**src/sv/upcount_timer_with_watchdog_lock_defines.svh**
```systemverilog
// -----------------------------------------------------------------------------
// Assertion macros for the up-count timer with watchdog lock
// Shared clocked assertion forms, disabled while reset is held.
// -----------------------------------------------------------------------------
`ifndef UPCOUNT_TIMER_WITH_WATCHDOG_LOCK_DEFINES_SVH
`define UPCOUNT_TIMER_WITH_WATCHDOG_LOCK_DEFINES_SVH

// same-cycle implication
`define UTWL_ASSERT_NOW(lbl, ante, cons, msg) \
	lbl: assert property (@(posedge clk) disable iff (!arst_n) (ante) |-> (cons)) \
		else $error(msg);

// next-cycle implication
`define UTWL_ASSERT_NEXT(lbl, ante, cons, msg) \
	lbl: assert property (@(posedge clk) disable iff (!arst_n) (ante) |=> (cons)) \
		else $error(msg);

`endif

```
**src/sv/utwl_pkg.sv**
```systemverilog
// -----------------------------------------------------------------------------
// utwl_pkg
// Types, register word indexes and codes of the up-count timer with watchdog lock.
// -----------------------------------------------------------------------------
`timescale 1ns / 1ps

package utwl_pkg;

	localparam logic [1:0] MODE_TICK  = 2'd0;
	localparam logic [1:0] MODE_READ  = 2'd1;
	localparam logic [1:0] MODE_WRITE = 2'd2;

	localparam logic [4:0] REG_CONFIG     = 5'd4;
	localparam logic [4:0] REG_STATUS     = 5'd5;
	localparam logic [4:0] REG_IRQ_STATUS = 5'd6;
	localparam logic [4:0] REG_IRQ_ENABLE = 5'd7;
	localparam logic [4:0] REG_CONTROL    = 5'd9;
	localparam logic [4:0] REG_COUNTER    = 5'd10;
	localparam logic [4:0] REG_LOAD       = 5'd11;
	localparam logic [4:0] REG_PENDING    = 5'd13;
	localparam logic [4:0] REG_START_STOP = 5'd18;

	localparam int CFG_SOFTRESET_BIT = 1;
	localparam int CFG_NOIDLE_BIT    = 3;
	localparam int CTRL_START_BIT    = 0;
	localparam int CTRL_AUTORELOAD_BIT = 1;
	localparam int IRQ_GP_OVF_BIT    = 1;
	localparam int IRQ_DOG_OVF_BIT   = 0;

	localparam logic [15:0] MAGIC_OFF1 = 16'haaaa;
	localparam logic [15:0] MAGIC_OFF2 = 16'h5555;
	localparam logic [15:0] MAGIC_ON1  = 16'hbbbb;
	localparam logic [15:0] MAGIC_ON2  = 16'h4444;

	localparam logic [1:0] SEQ_NONE    = 2'd0;
	localparam logic [1:0] SEQ_SAW_OFF = 2'd1;
	localparam logic [1:0] SEQ_SAW_ON  = 2'd2;

	localparam int TDATA_W = 40;
	localparam int TUSER_W = 2;

	typedef struct packed {
		logic [1:0]  mode;
		logic [4:0]  reg_word;
		logic [31:0] write_value;
	} item_t;

	typedef struct packed {
		logic [31:0] read_value;
		logic        irq_level;
		logic        overflow_pulse;
	} result_t;

endpackage

```
**src/sv/utwl_core.sv**
```systemverilog
// -----------------------------------------------------------------------------
// utwl_core
// Timer registers, tick counter, magic start-stop sequence and read mux.
// -----------------------------------------------------------------------------
`timescale 1ns / 1ps
`include "upcount_timer_with_watchdog_lock_defines.svh"

module utwl_core (
	input  logic              clk,
	input  logic              arst_n,
	input  logic              cfg_we,
	input  logic              cfg_wdata,
	input  logic              accept,
	input  utwl_pkg::item_t   item,
	output utwl_pkg::result_t result
);

	logic        kind_q;
	logic [31:0] count_q;
	logic [31:0] reload_q;
	logic [1:0]  ctrl_q;
	logic [1:0]  flags_q;
	logic [1:0]  enables_q;
	logic        idle_q;
	logic        dog_q;
	logic [1:0]  seq_q;
	logic [15:0] ss_word_q;

	logic [31:0] count_d;
	logic [31:0] reload_d;
	logic [1:0]  ctrl_d;
	logic [1:0]  flags_d;
	logic [1:0]  enables_d;
	logic        idle_d;
	logic        dog_d;
	logic [1:0]  seq_d;
	logic [15:0] ss_word_d;
	logic [31:0] rd;
	logic        pulse;

	always_comb begin
		logic        running;
		logic [15:0] lo;
		count_d   = count_q;
		reload_d  = reload_q;
		ctrl_d    = ctrl_q;
		flags_d   = flags_q;
		enables_d = enables_q;
		idle_d    = idle_q;
		dog_d     = dog_q;
		seq_d     = seq_q;
		ss_word_d = ss_word_q;
		rd        = 32'd0;
		pulse     = 1'b0;
		running   = kind_q ? dog_q : ctrl_q[utwl_pkg::CTRL_START_BIT];
		lo        = item.write_value[15:0];
		case (item.mode)
			utwl_pkg::MODE_TICK: begin
				if (running) begin
					if (count_q != 32'hffff_ffff) begin
						count_d = count_q + 32'd1;
					end else begin
						pulse = 1'b1;
						if (kind_q || ctrl_q[utwl_pkg::CTRL_AUTORELOAD_BIT]) begin
							count_d = reload_q;
						end else begin
							count_d = 32'd0;
							ctrl_d[utwl_pkg::CTRL_START_BIT] = 1'b0;
						end
						if (kind_q) begin
							flags_d[utwl_pkg::IRQ_DOG_OVF_BIT] = 1'b1;
						end else begin
							flags_d[utwl_pkg::IRQ_GP_OVF_BIT] = 1'b1;
						end
					end
				end
			end
			utwl_pkg::MODE_READ: begin
				case (item.reg_word)
					utwl_pkg::REG_CONFIG:     rd = {28'd0, idle_q, 3'd0};
					utwl_pkg::REG_STATUS:     rd = 32'd1;
					utwl_pkg::REG_IRQ_STATUS: rd = {30'd0, flags_q};
					utwl_pkg::REG_IRQ_ENABLE: rd = {30'd0, enables_q};
					utwl_pkg::REG_CONTROL:    rd = {30'd0, ctrl_q};
					utwl_pkg::REG_COUNTER:    rd = count_q;
					utwl_pkg::REG_LOAD:       rd = reload_q;
					utwl_pkg::REG_START_STOP: rd = {16'd0, ss_word_q};
					default:                  rd = 32'd0;
				endcase
			end
			utwl_pkg::MODE_WRITE: begin
				case (item.reg_word)
					utwl_pkg::REG_CONFIG: begin
						if (item.write_value[utwl_pkg::CFG_SOFTRESET_BIT]) begin
							count_d   = 32'd0;
							reload_d  = 32'd0;
							ctrl_d    = 2'd0;
							flags_d   = 2'd0;
							enables_d = 2'd0;
							dog_d     = 1'b1;
							seq_d     = utwl_pkg::SEQ_NONE;
							ss_word_d = 16'd0;
						end
						idle_d = item.write_value[utwl_pkg::CFG_NOIDLE_BIT];
					end
					utwl_pkg::REG_IRQ_STATUS: flags_d   = flags_q & ~item.write_value[1:0];
					utwl_pkg::REG_IRQ_ENABLE: enables_d = item.write_value[1:0];
					utwl_pkg::REG_CONTROL:    ctrl_d    = item.write_value[1:0];
					utwl_pkg::REG_COUNTER:    count_d   = item.write_value;
					utwl_pkg::REG_LOAD:       reload_d  = item.write_value;
					utwl_pkg::REG_START_STOP: begin
						ss_word_d = lo;
						if (kind_q) begin
							if (lo == utwl_pkg::MAGIC_OFF1) begin
								seq_d = utwl_pkg::SEQ_SAW_OFF;
							end else if (lo == utwl_pkg::MAGIC_ON1) begin
								seq_d = utwl_pkg::SEQ_SAW_ON;
							end else if (lo == utwl_pkg::MAGIC_OFF2 &&
									seq_q == utwl_pkg::SEQ_SAW_OFF) begin
								dog_d = 1'b0;
								seq_d = utwl_pkg::SEQ_NONE;
							end else if (lo == utwl_pkg::MAGIC_ON2 &&
									seq_q == utwl_pkg::SEQ_SAW_ON) begin
								dog_d = 1'b1;
								seq_d = utwl_pkg::SEQ_NONE;
							end else begin
								seq_d = utwl_pkg::SEQ_NONE;
							end
						end
					end
					default: begin
					end
				endcase
			end
			default: begin
			end
		endcase
	end

	assign result.read_value     = rd;
	assign result.irq_level      = |(flags_d & enables_d);
	assign result.overflow_pulse = pulse;

	always_ff @(posedge clk or negedge arst_n) begin
		if (!arst_n) begin
			kind_q    <= 1'b0;
			count_q   <= 32'd0;
			reload_q  <= 32'd0;
			ctrl_q    <= 2'd0;
			flags_q   <= 2'd0;
			enables_q <= 2'd0;
			idle_q    <= 1'b0;
			dog_q     <= 1'b1;
			seq_q     <= utwl_pkg::SEQ_NONE;
			ss_word_q <= 16'd0;
		end else begin
			if (cfg_we) begin
				kind_q <= cfg_wdata;
			end
			if (accept) begin
				count_q   <= count_d;
				reload_q  <= reload_d;
				ctrl_q    <= ctrl_d;
				flags_q   <= flags_d;
				enables_q <= enables_d;
				idle_q    <= idle_d;
				dog_q     <= dog_d;
				seq_q     <= seq_d;
				ss_word_q <= ss_word_d;
			end
		end
	end

	`UTWL_ASSERT_NEXT(a_count_holds, !accept, $stable(count_q), "counter moved without a word")
	`UTWL_ASSERT_NEXT(a_ovf_flags, accept && result.overflow_pulse, flags_q != 2'd0,
		"overflow did not set a status bit")

endmodule

```
**src/sv/utwl_out_buf.sv**
```systemverilog
// -----------------------------------------------------------------------------
// utwl_out_buf
// Result register with a skid stage toward the master side.
// -----------------------------------------------------------------------------
`timescale 1ns / 1ps
`include "upcount_timer_with_watchdog_lock_defines.svh"

module utwl_out_buf (
	input  logic              clk,
	input  logic              arst_n,
	input  logic              push,
	input  utwl_pkg::result_t push_data,
	output logic              in_ready,
	output logic              out_valid,
	input  logic              out_ready,
	output utwl_pkg::result_t out_data
);

	logic              out_valid_q;
	logic              skid_valid_q;
	utwl_pkg::result_t out_q;
	utwl_pkg::result_t skid_q;
	logic              pop;

	assign pop       = out_valid_q & out_ready;
	assign in_ready  = !skid_valid_q;
	assign out_valid = out_valid_q;
	assign out_data  = out_q;

	always_ff @(posedge clk or negedge arst_n) begin
		if (!arst_n) begin
			out_valid_q  <= 1'b0;
			skid_valid_q <= 1'b0;
		end else begin
			if (skid_valid_q) begin
				if (pop) begin
					skid_valid_q <= 1'b0;
				end
			end else if (push) begin
				if (!out_valid_q || pop) begin
					out_valid_q <= 1'b1;
				end else begin
					skid_valid_q <= 1'b1;
				end
			end else if (pop) begin
				out_valid_q <= 1'b0;
			end
		end
	end

	always_ff @(posedge clk) begin
		if (skid_valid_q) begin
			if (pop) begin
				out_q <= skid_q;
			end
		end else if (push) begin
			if (!out_valid_q || pop) begin
				out_q <= push_data;
			end else begin
				skid_q <= push_data;
			end
		end
	end

	`UTWL_ASSERT_NOW(a_skid_behind_out, skid_valid_q, out_valid_q, "skid word ahead of output word")
	`UTWL_ASSERT_NEXT(a_stall_to_skid, push && out_valid_q && !pop, skid_valid_q,
		"stalled word not held in skid stage")

endmodule

```
**src/sv/upcount_timer_with_watchdog_lock.sv**
```systemverilog
// Results are registered in utwl_out_buf before they appear on m_axis.
// Throughput: one word per clock while s_axis_tready is high; all kinds take one pass.
// A skid stage keeps s_axis_tready high while one finished result waits on m_axis.
// Reset: all but data registers reset at once; the watchdog runs from reset, no sweep.
// -----------------------------------------------------------------------------
// upcount_timer_with_watchdog_lock
// Stream wrapper: unpacks input words, runs the timer core, buffers results.
// -----------------------------------------------------------------------------
`timescale 1ns / 1ps

module upcount_timer_with_watchdog_lock (
	input  logic                         clk,
	input  logic                         arst_n,
	input  logic                         cfg_we,
	input  logic                         cfg_wdata,     // timer_kind
	input  logic                         s_axis_tvalid,
	output logic                         s_axis_tready,
	input  logic [utwl_pkg::TDATA_W-1:0] s_axis_tdata,  // reg_word, write_value, zero pad
	input  logic [utwl_pkg::TUSER_W-1:0] s_axis_tuser,  // mode
	output logic                         m_axis_tvalid,
	input  logic                         m_axis_tready,
	output logic [utwl_pkg::TDATA_W-1:0] m_axis_tdata   // read_value, irq_level,
	                                                    // overflow_pulse, zero pad
);

	utwl_pkg::item_t   item;
	utwl_pkg::result_t core_res;
	utwl_pkg::result_t out_res;
	logic              accept;

	assign item.mode        = s_axis_tuser;
	assign item.reg_word    = s_axis_tdata[4:0];
	assign item.write_value = s_axis_tdata[36:5];
	assign accept           = s_axis_tvalid & s_axis_tready;

	utwl_core u_core (
		.clk      (clk),
		.arst_n   (arst_n),
		.cfg_we   (cfg_we),
		.cfg_wdata(cfg_wdata),
		.accept   (accept),
		.item     (item),
		.result   (core_res)
	);

	utwl_out_buf u_out (
		.clk      (clk),
		.arst_n   (arst_n),
		.push     (accept),
		.push_data(core_res),
		.in_ready (s_axis_tready),
		.out_valid(m_axis_tvalid),
		.out_ready(m_axis_tready),
		.out_data (out_res)
	);

	assign m_axis_tdata = {6'd0, out_res.overflow_pulse, out_res.irq_level, out_res.read_value};

endmodule

```
**config.mk**
```make
export PLATFORM = sky130hd
export DESIGN_NAME = upcount_timer_with_watchdog_lock
export DESIGN_NICKNAME = d
export VERILOG_FILES = /design/src/sv/utwl_pkg.sv /design/src/sv/utwl_core.sv /design/src/sv/utwl_out_buf.sv /design/src/sv/upcount_timer_with_watchdog_lock.sv
export VERILOG_INCLUDE_DIRS = /design/src /design/src/sv
export SDC_FILE = /design/constraint.sdc
export NUM_CORES = 1
export LEC_CHECK = 0
export BUFFER_PORTS_ARGS = -buffer_cell sky130_fd_sc_hd__clkbuf_2
export CORE_MARGIN = 4
export CORE_UTILIZATION = 54
export CTS_CLUSTER_SIZE = 30
export DETAILED_ROUTE_END_ITERATION = 8
export GPL_ROUTABILITY_DRIVEN = 0
export PLACE_DENSITY = 0.77
export REMOVE_ABC_BUFFERS = 1
export SYNTH_ARGS = -nofsm -noshare
export SYNTH_HDL_FRONTEND = slang
export SYNTH_HIERARCHICAL = 1
export SYNTH_SLANG_ARGS = --single-unit
```
**constraint.sdc**
```tcl
create_clock -name clk -period 2.28 [get_ports clk]
set_input_delay 0.456 -clock clk [delete_from_list [all_inputs] [get_ports clk]]
set_output_delay 0.456 -clock clk [all_outputs]
set_load 0.02 [all_outputs]
```
==> out/summary.txt, run 1 <==
run status -> completed
Crit-path slowest cell -> dfrtp_1
Max Freq -> 0.452 GHz
max incr delay on CP -> 0.38 ns
Area Overhead vs Synth -> 19.9%
floorplan core area -> 15400 um^2
Max clock buf depth -> 2
Setup crit end kind -> flip-flop
CTS tree -> yes
area occupied by multi-input gates -> 3830 um^2
Tightest Pin Transition -> 0.532 ns
register area -> 4370 um^2
grt ovf -> 0
# DRC -> 0
number of synthesized flops with an enable pin -> 68
async set-or-reset flop fraction in the synthesized netlist -> 0.578
Skew-Pair Late Insertion Delay -> 0.43 ns
site row count -> 45
final setup violation count -> 0
layout cells sized above 1 -> 0.269
CTS clk-pin slew, worst paths -> 0.06 ns
Final Skew -> 0.00631 ns
Final Worst Setup Slack -> 0.0687 ns
CP Depth -> 8
critical-path cell list -> ha_1, buf_4, nand2_1, nor4_4, nand4_2, nor2_4, a21oi_1, o32ai_1
first-pass GRT wire length -> 37300 um
Crit Path Max Fanout -> 7
crit-path leading delay family -> simple AND/OR/NAND/NOR gates
top-count cell post-synth -> nand2_1
period utilization -> 0.970
top post-synthesis cells by area -> dfrtp_1 (27%), edfxtp_1 (24%), nand2_1 (6.3%)
Post-Syn Area per Cell -> 10.0 um^2
Design Area, Final -> 10200 um^2
via count -> 7441
Yosys reg bits -> 161
setup_tns -> 0 ns
# IOs -> 90
Final Hold Viols -> 0
Final #Nets -> 1018
FF-to-FF setup slack -> 0.07 ns
critical path launch point type -> flip-flop
Antenna diodes -> 0
Ys Warns -> 6
cells after synthesis -> 852
post-synth cell types -> 86
die area -> 17900 um^2
Buf/Inv on CP -> 1
port bufs -> 80
CTS Buf Count -> 17
sequential share of the synthesized area -> 0.512
RR Startpoint -> u_core/count_q[0]$_DFFE_PN0P_
vias in the first global route -> 7133
share of the synthesized area in the top cell type -> 0.270
Initial DRC Count -> 1002
pre-CTS WS -> -0.00811 ns
Routed WL -> 23300 um
pwr/cell area -> 919 nW/um^2
Crit Path Class -> flip-flop to flip-flop
ys flop type -> dfrtp_1
Rel. slew slack -> 0.645
post-synth top area cell -> dfrtp_1
DIE WIDTH -> 134 um
final-layout fill cell count -> 1207
Crit Reg-Reg Endpoint -> u_core/count_q[25]$_DFFE_PN0P_
max cap viols -> 0
Worst Hold Class -> input port to flip-flop
largest net degree at the start of global routing -> 48
H-tree Lvls -> 4
setup bufs post-CTS -> 0
crit path to -> u_core/count_q[25]$_DFFE_PN0P_
wire per inst -> 19.6 um
Final HPWL DP -> 15600 um
Sink Count -> 161
initial antenna violation count -> 0
Final Critical Period -> 2.21 ns
crit path from -> u_core/count_q[0]$_DFFE_PN0P_
TritonRoute pass-1 iters -> 8
post-route ant nets -> 0
All-Layer GR Usage -> 0.263
Via density -> 6.24
cells on worst reg2reg path -> 8
IR drop worst, VDD -> 0.000614 V
Post-Syn Area -> 8540 um^2
CP required -> 2.61 ns
CP arrival -> 2.54 ns
unrepaired setup endpoints after global routing -> false
placed inst area -> 9600 um^2
die extent in y -> 134 um
most frequent cells after synthesis -> nand2_1 (143), dfrtp_1 (92), nand3_1 (70)
Leak -> 4.21 nW
max-slew violations -> 0
clk root buf -> clkbuf_16
Initial Util -> 0.555
logic make-up after synthesis:
group,count (synthesis),share of synthesized area
compound gates,187,0.147
fa+ha+maj,1,0.00147
buf+inv,75,0.0444
other cells,1,0.000439
xor+xnor,18,0.0185
flops,161,0.512
simple gates,365,0.218
mux,44,0.0578
timing repair:
| action | CTS | global route |
|---|---|---|
| hold endpoints to repair | 28 | 0 |
| hold buffers | 1 | 0 |
| gates resized for setup | 0 | 7 |
| setup endpoints to repair | 0 | 14 |
final cells by class:
class	instances	area share
sequential	161	0.427
multi-input combinational	621	0.374
timing repair buffer	162	0.111
clock buffer	23	0.0447
tap	211	0.0258
clock inverter	9	0.0153
inverter	6	0.00220
where the power goes:
| group | leakage, nW | switching, mW | internal (mW) | total, mW |
|---|---|---|---|---|
| clock network | 0.289 | 1.14 | 1.86 | 3.00 |
| registers | 1.88 | 0.392 | 3.74 | 4.13 |
| logic | 2.05 | 1.38 | 0.894 | 2.27 |
how the worst min path moves through the flow:
stage / slack [ns] / from / end / cells after the start
6_report: 0.23 / s_axis_tdata[28] / u_core/reload_q[23]$_DFFE_PN0P_ / 3
3_5_place_dp: 0.42 / arst_n / u_core/reload_q[2]$_DFFE_PN0P_ / 1
4_1_cts: 0.23 / s_axis_tdata[25] / u_core/reload_q[20]$_DFFE_PN0P_ / 3
2_1_floorplan: 0.16 / arst_n / u_core/count_q[0]$_DFFE_PN0P_ / 0
3_3_place_gp: 0.42 / arst_n / u_core/reload_q[2]$_DFFE_PN0P_ / 1
5_1_grt: 0.23 / s_axis_tdata[28] / u_core/reload_q[23]$_DFFE_PN0P_ / 3
sequential cells by signal, indices dropped and copies added, names as in the netlist:
| signal | flops |
|---|---|
| u_core/idle_q | 1 |
| u_out/skid_q | 34 |
| u_core/ss_word_q | 16 |
| u_core/reload_q | 32 |
| u_core/flags_q | 2 |
| u_core/kind_q | 1 |
| u_core/dog_q | 1 |
| u_core/count_q | 32 |
| u_core/ctrl_q | 2 |
| u_core/enables_q | 2 |
| u_core/seq_q | 2 |
| u_out/out_valid | 1 |
| u_out/skid_valid_q | 1 |
| u_out/out_data | 34 |
per-stage QoR:
stage	hold slack, ns	power (mW)	std cells	utilization
2_1_floorplan	0.160	5.51	788	-
6_report	0.233	9.41	1193	0.666
3_5_place_dp	0.419	6.43	1160	0.625
5_1_grt	0.234	9.81	1193	0.666
3_3_place_gp	0.415	6.37	1160	0.625
4_1_cts	0.229	9.43	1193	0.665
layer usage:
layer / vias up / track usage / part of all wire
li1: 3360 / - / -
met1: 3588 / 0.365 / 0.43
met2: 433 / 0.403 / 0.45
met3: 60 / 0.0714 / 0.099
met4: 0 / 0.0920 / 0.025
met5: - / 0 / 0
worst min-delay path: stages:
cell	delay, ns
clkbuf_2	0.09
nand2_1	0.04
nand2_1	0.04
placed cells by master, fill, tap and decap left out, types with 3 or more instances in the layout:
cell,Yosys,final
edfxtp_1,68,68
xnor2_1,10,10
dfrtp_1,92,91
nand4_1,9,9
nand3b_1,3,3
bufinv_16,0,4
o311ai_1,3,3
nor4_1,3,3
a22oi_1,19,19
conb_1,1,6
nand2b_1,7,7
clkbuf_1,32,5
clkbuf_16,0,17
xor2_1,8,8
nor2b_1,4,4
o21ai_1,2,3
nor4b_1,4,4
o21ai_0,31,30
nor3_1,12,9
buf_4,12,73
a221oi_1,4,4
clkbuf_2,2,79
and3_1,6,5
nor3b_1,3,3
inv_1,5,5
nor3_2,2,5
o31ai_1,7,7
a31oi_1,10,10
a222oi_1,14,14
a22o_1,4,4
a21oi_1,57,57
o211ai_1,4,4
nand2_1,143,142
mux2_2,42,42
and2_1,7,7
buf_12,0,9
nor2_1,61,61
nand3_1,70,70
(Power assumes the default switching activity.)
==> run 2: changes to the inputs <==
--- a/config.mk
+++ b/config.mk
@@ -7,12 +7,14 @@
 export NUM_CORES = 1
 export LEC_CHECK = 0
 export BUFFER_PORTS_ARGS = -buffer_cell sky130_fd_sc_hd__clkbuf_2
+export CELL_PAD_IN_SITES_DETAIL_PLACEMENT = 1
+export CELL_PAD_IN_SITES_GLOBAL_PLACEMENT = 1
 export CORE_MARGIN = 4
-export CORE_UTILIZATION = 54
+export CORE_UTILIZATION = 42
 export CTS_CLUSTER_SIZE = 30
 export DETAILED_ROUTE_END_ITERATION = 8
 export GPL_ROUTABILITY_DRIVEN = 0
-export PLACE_DENSITY = 0.77
+export PLACE_DENSITY_LB_ADDON = 0.1
 export REMOVE_ABC_BUFFERS = 1
 export SYNTH_ARGS = -nofsm -noshare
 export SYNTH_HDL_FRONTEND = slang
==> out/summary.txt, run 2 (same netlist as run 1, synthesis figures left out) <==
run status -> completed (unchanged)
port bufs -> 80 (unchanged)
site row count -> 51 (was 45)
CTS tree -> yes (unchanged)
pwr/cell area -> 920 nW/um^2 (was 919 nW/um^2)
CP required -> 2.58 ns (was 2.61 ns)
Initial Util -> 0.433 (was 0.555)
Final Hold Viols -> 0 (unchanged)
Setup crit end kind -> flip-flop (unchanged)
Max clock buf depth -> 2 (unchanged)
logic gate share of total power -> 0.246 (was 0.242)
layout cells sized above 1 -> 0.279 (was 0.269)
Sink Count -> 161 (unchanged)
Leak -> 4.26 nW (was 4.21 nW)
Final Worst Setup Slack -> 0.0606 ns (was 0.0687 ns)
Via density -> 6.02 (was 6.24)
FF-to-FF setup slack -> 0.06 ns (was 0.07 ns)
M3 GR Usage -> 0.0421 (was 0.0714)
die area -> 22700 um^2 (was 17900 um^2)
Crit Reg-Reg Endpoint -> u_core/count_q[30]$_DFFE_PN0P_ (was u_core/count_q[25]$_DFFE_PN0P_)
clk root buf -> clkbuf_16 (unchanged)
CTS clk-pin slew, worst paths -> 0.07 ns (was 0.06 ns)
All-Layer GR Usage -> 0.259 (was 0.263)
Antenna diodes -> 0 (unchanged)
die extent in y -> 151 um (was 134 um)
Routed WL -> 28400 um (was 23300 um)
Worst Hold Class -> input port to asynchronous set/reset pin (was input port to flip-flop)
# IOs -> 90 (unchanged)
CTS Buf Count -> 17 (unchanged)
max cap viols -> 0 (unchanged)
Net Switching -> 3.16 mW (was 2.91 mW)
# DRC -> 0 (unchanged)
via count -> 7542 (was 7441)
max-slew violations -> 0 (unchanged)
period utilization -> 0.973 (was 0.970)
H-tree Lvls -> 4 (unchanged)
most frequent cells in the layout -> nand2_1 (143), dfrtp_1 (91), clkbuf_2 (79), buf_4 (77), nand3_1 (70) (was nand2_1 (142), dfrtp_1 (91), clkbuf_2 (79), buf_4 (73), nand3_1 (70))
Hold-fix buffers, CTS -> 0 (was 1)
Initial DRC Count -> 661 (was 1002)
Final Skew -> 0.00789 ns (was 0.00631 ns)
TritonRoute pass-1 iters -> 9 (was 8)
setup bufs post-CTS -> 0 (unchanged)
DIE WIDTH -> 151 um (was 134 um)
Final Critical Period -> 2.22 ns (was 2.21 ns)
Clock power frac -> 0.322 (was 0.319)
final setup violation count -> 0 (unchanged)
most common cell after layout, fill and taps aside -> nand2_1 (unchanged)
Area Overhead vs Synth -> 21.8% (was 19.9%)
largest net degree at the start of global routing -> 94 (was 48)
vias in the first global route -> 8285 (was 7133)
Final #Nets -> 1024 (was 1018)
grt ovf -> 0 (unchanged)
Tightest Pin Transition -> 0.588 ns (was 0.532 ns)
IR drop worst, VDD -> 0.000676 V (was 0.000614 V)
sequential share of power -> 0.432 (was 0.439)
initial antenna violation count -> 0 (unchanged)
pre-CTS WS -> -0.124 ns (was -0.00811 ns)
RR Startpoint -> u_core/count_q[8]$_DFFE_PN0P_ (was u_core/count_q[0]$_DFFE_PN0P_)
first-pass GRT wire length -> 45600 um (was 37300 um)
wire per inst -> 22.7 um (was 19.6 um)
unrepaired setup endpoints after global routing -> false (unchanged)
cells on worst reg2reg path -> 7 (was 8)
register area -> 4370 um^2 (unchanged)
Crit Path Class -> flip-flop to flip-flop (unchanged)
post-route ant nets -> 0 (unchanged)
crit path from -> u_core/count_q[8]$_DFFE_PN0P_ (was u_core/count_q[0]$_DFFE_PN0P_)
design internal power -> 6.40 mW (was 6.50 mW)
GR peak layer -> met2 (unchanged)
Max Freq -> 0.451 GHz (was 0.452 GHz)
floorplan core area -> 19700 um^2 (was 15400 um^2)
area occupied by multi-input gates -> 3830 um^2 (about the same)
M1 GR Usage -> 0.322 (was 0.365)
Crit Path Max Fanout -> 9 (was 7)
Hold WS -> 0.0306 ns (was 0.233 ns)
critical path launch point type -> flip-flop (unchanged)
Sw Ratio -> 0.330 (was 0.310)
met2 global-route usage -> 0.450 (was 0.403)
final-layout fill cell count -> 2182 (was 1207)
Final HPWL DP -> 19300 um (was 15600 um)
Skew-Pair Late Insertion Delay -> 0.43 ns (about the same)
CP arrival -> 2.52 ns (was 2.54 ns)
Rel. slew slack -> 0.608 (was 0.645)
-- run 2: changes by cell type in the layout (fill, tap and decap cells not counted), sizes merged --
cell	delta
buf	+7
dlygate4sd3	-1
bufinv	-1
clkbuf	-6
clkinvlp	-1
inv	+8
-- run 2: critical path, stage by stage, from the launching register on --
cell and delay, ns:
dfrtp_2 0.44, nand4_4 0.19, nor4_2 0.33, buf_4 0.19
buf_4 0.19, nand2_1 0.14, a2111oi_0 0.52, nor3_1 0.09
-- run 2: layout make-up --
class / count / share of cell area
Clock buffer: 17 / 0.0409
Clock inverter: 15 / 0.0189
Inverter: 6 / 0.00217
Multi-Input combinational cell: 621 / 0.369
Tap cell: 265 / 0.0319
Timing Repair Buffer: 168 / 0.117
Sequential cell: 161 / 0.421
-- run 2: worst max path at each step --
stage	slack (ns)	endpoint	depth (start not counted)
6_report	0.06	u_core/count_q[30]$_DFFE_PN0P_	7
5_1_grt	0.00004	u_core/count_q[21]$_DFFE_PN0P_	9
4_1_cts	0.05	u_core/count_q[19]$_DFFE_PN0P_	7
3_5_place_dp	-0.12	u_core/count_q[21]$_DFFE_PN0P_	9
3_3_place_gp	0.02	u_out/out_data[1]$_DFFE_PP_	8
2_1_floorplan	-1.82	u_core/count_q[23]$_DFFE_PN0P_	5
-- run 2: through the flow --
| step | power (mW) | cells | util | TNS (ns) | cell area, um^2 |
|---|---|---|---|---|---|
| after global placement | 6.41 | 1221 | 0.495 | 0 | 9760 |
| after CTS | 9.65 | 1253 | 0.527 | 0 | 10400 |
| after global routing | 10.0 | 1253 | 0.527 | 0 | 10400 |
| final | 9.56 | 1253 | 0.527 | 0 | 10400 |
| after detailed placement | 6.54 | 1221 | 0.495 | -0.506 | 9760 |
| after floorplan | 5.51 | 788 | - | -223.34 | 8200 |
-- run 2: timing repair --
item                                    4_1_cts  5_1_grt
endpoints found under the hold margin         0        0
resized for setup                             1        3
endpoints found under the setup margin        2        7
-- run 2: power by group through the flow --
stage / clock, mW / combinational, mW / sequential [mW]
CTS: 3.13 / 2.38 / 4.13
global placement: 0 / 2.27 / 4.14
detailed placement: 0 / 2.36 / 4.18
global route: 3.26 / 2.57 / 4.21
floorplan: 0 / 0.957 / 4.55
finish: 3.08 / 2.35 / 4.13
-- run 2: per-layer routing --
layer	wire (um)	share of wire
met1	11800	0.42
met2	14200	0.50
met3	1520	0.053
met4	842	0.030
met5	0	0
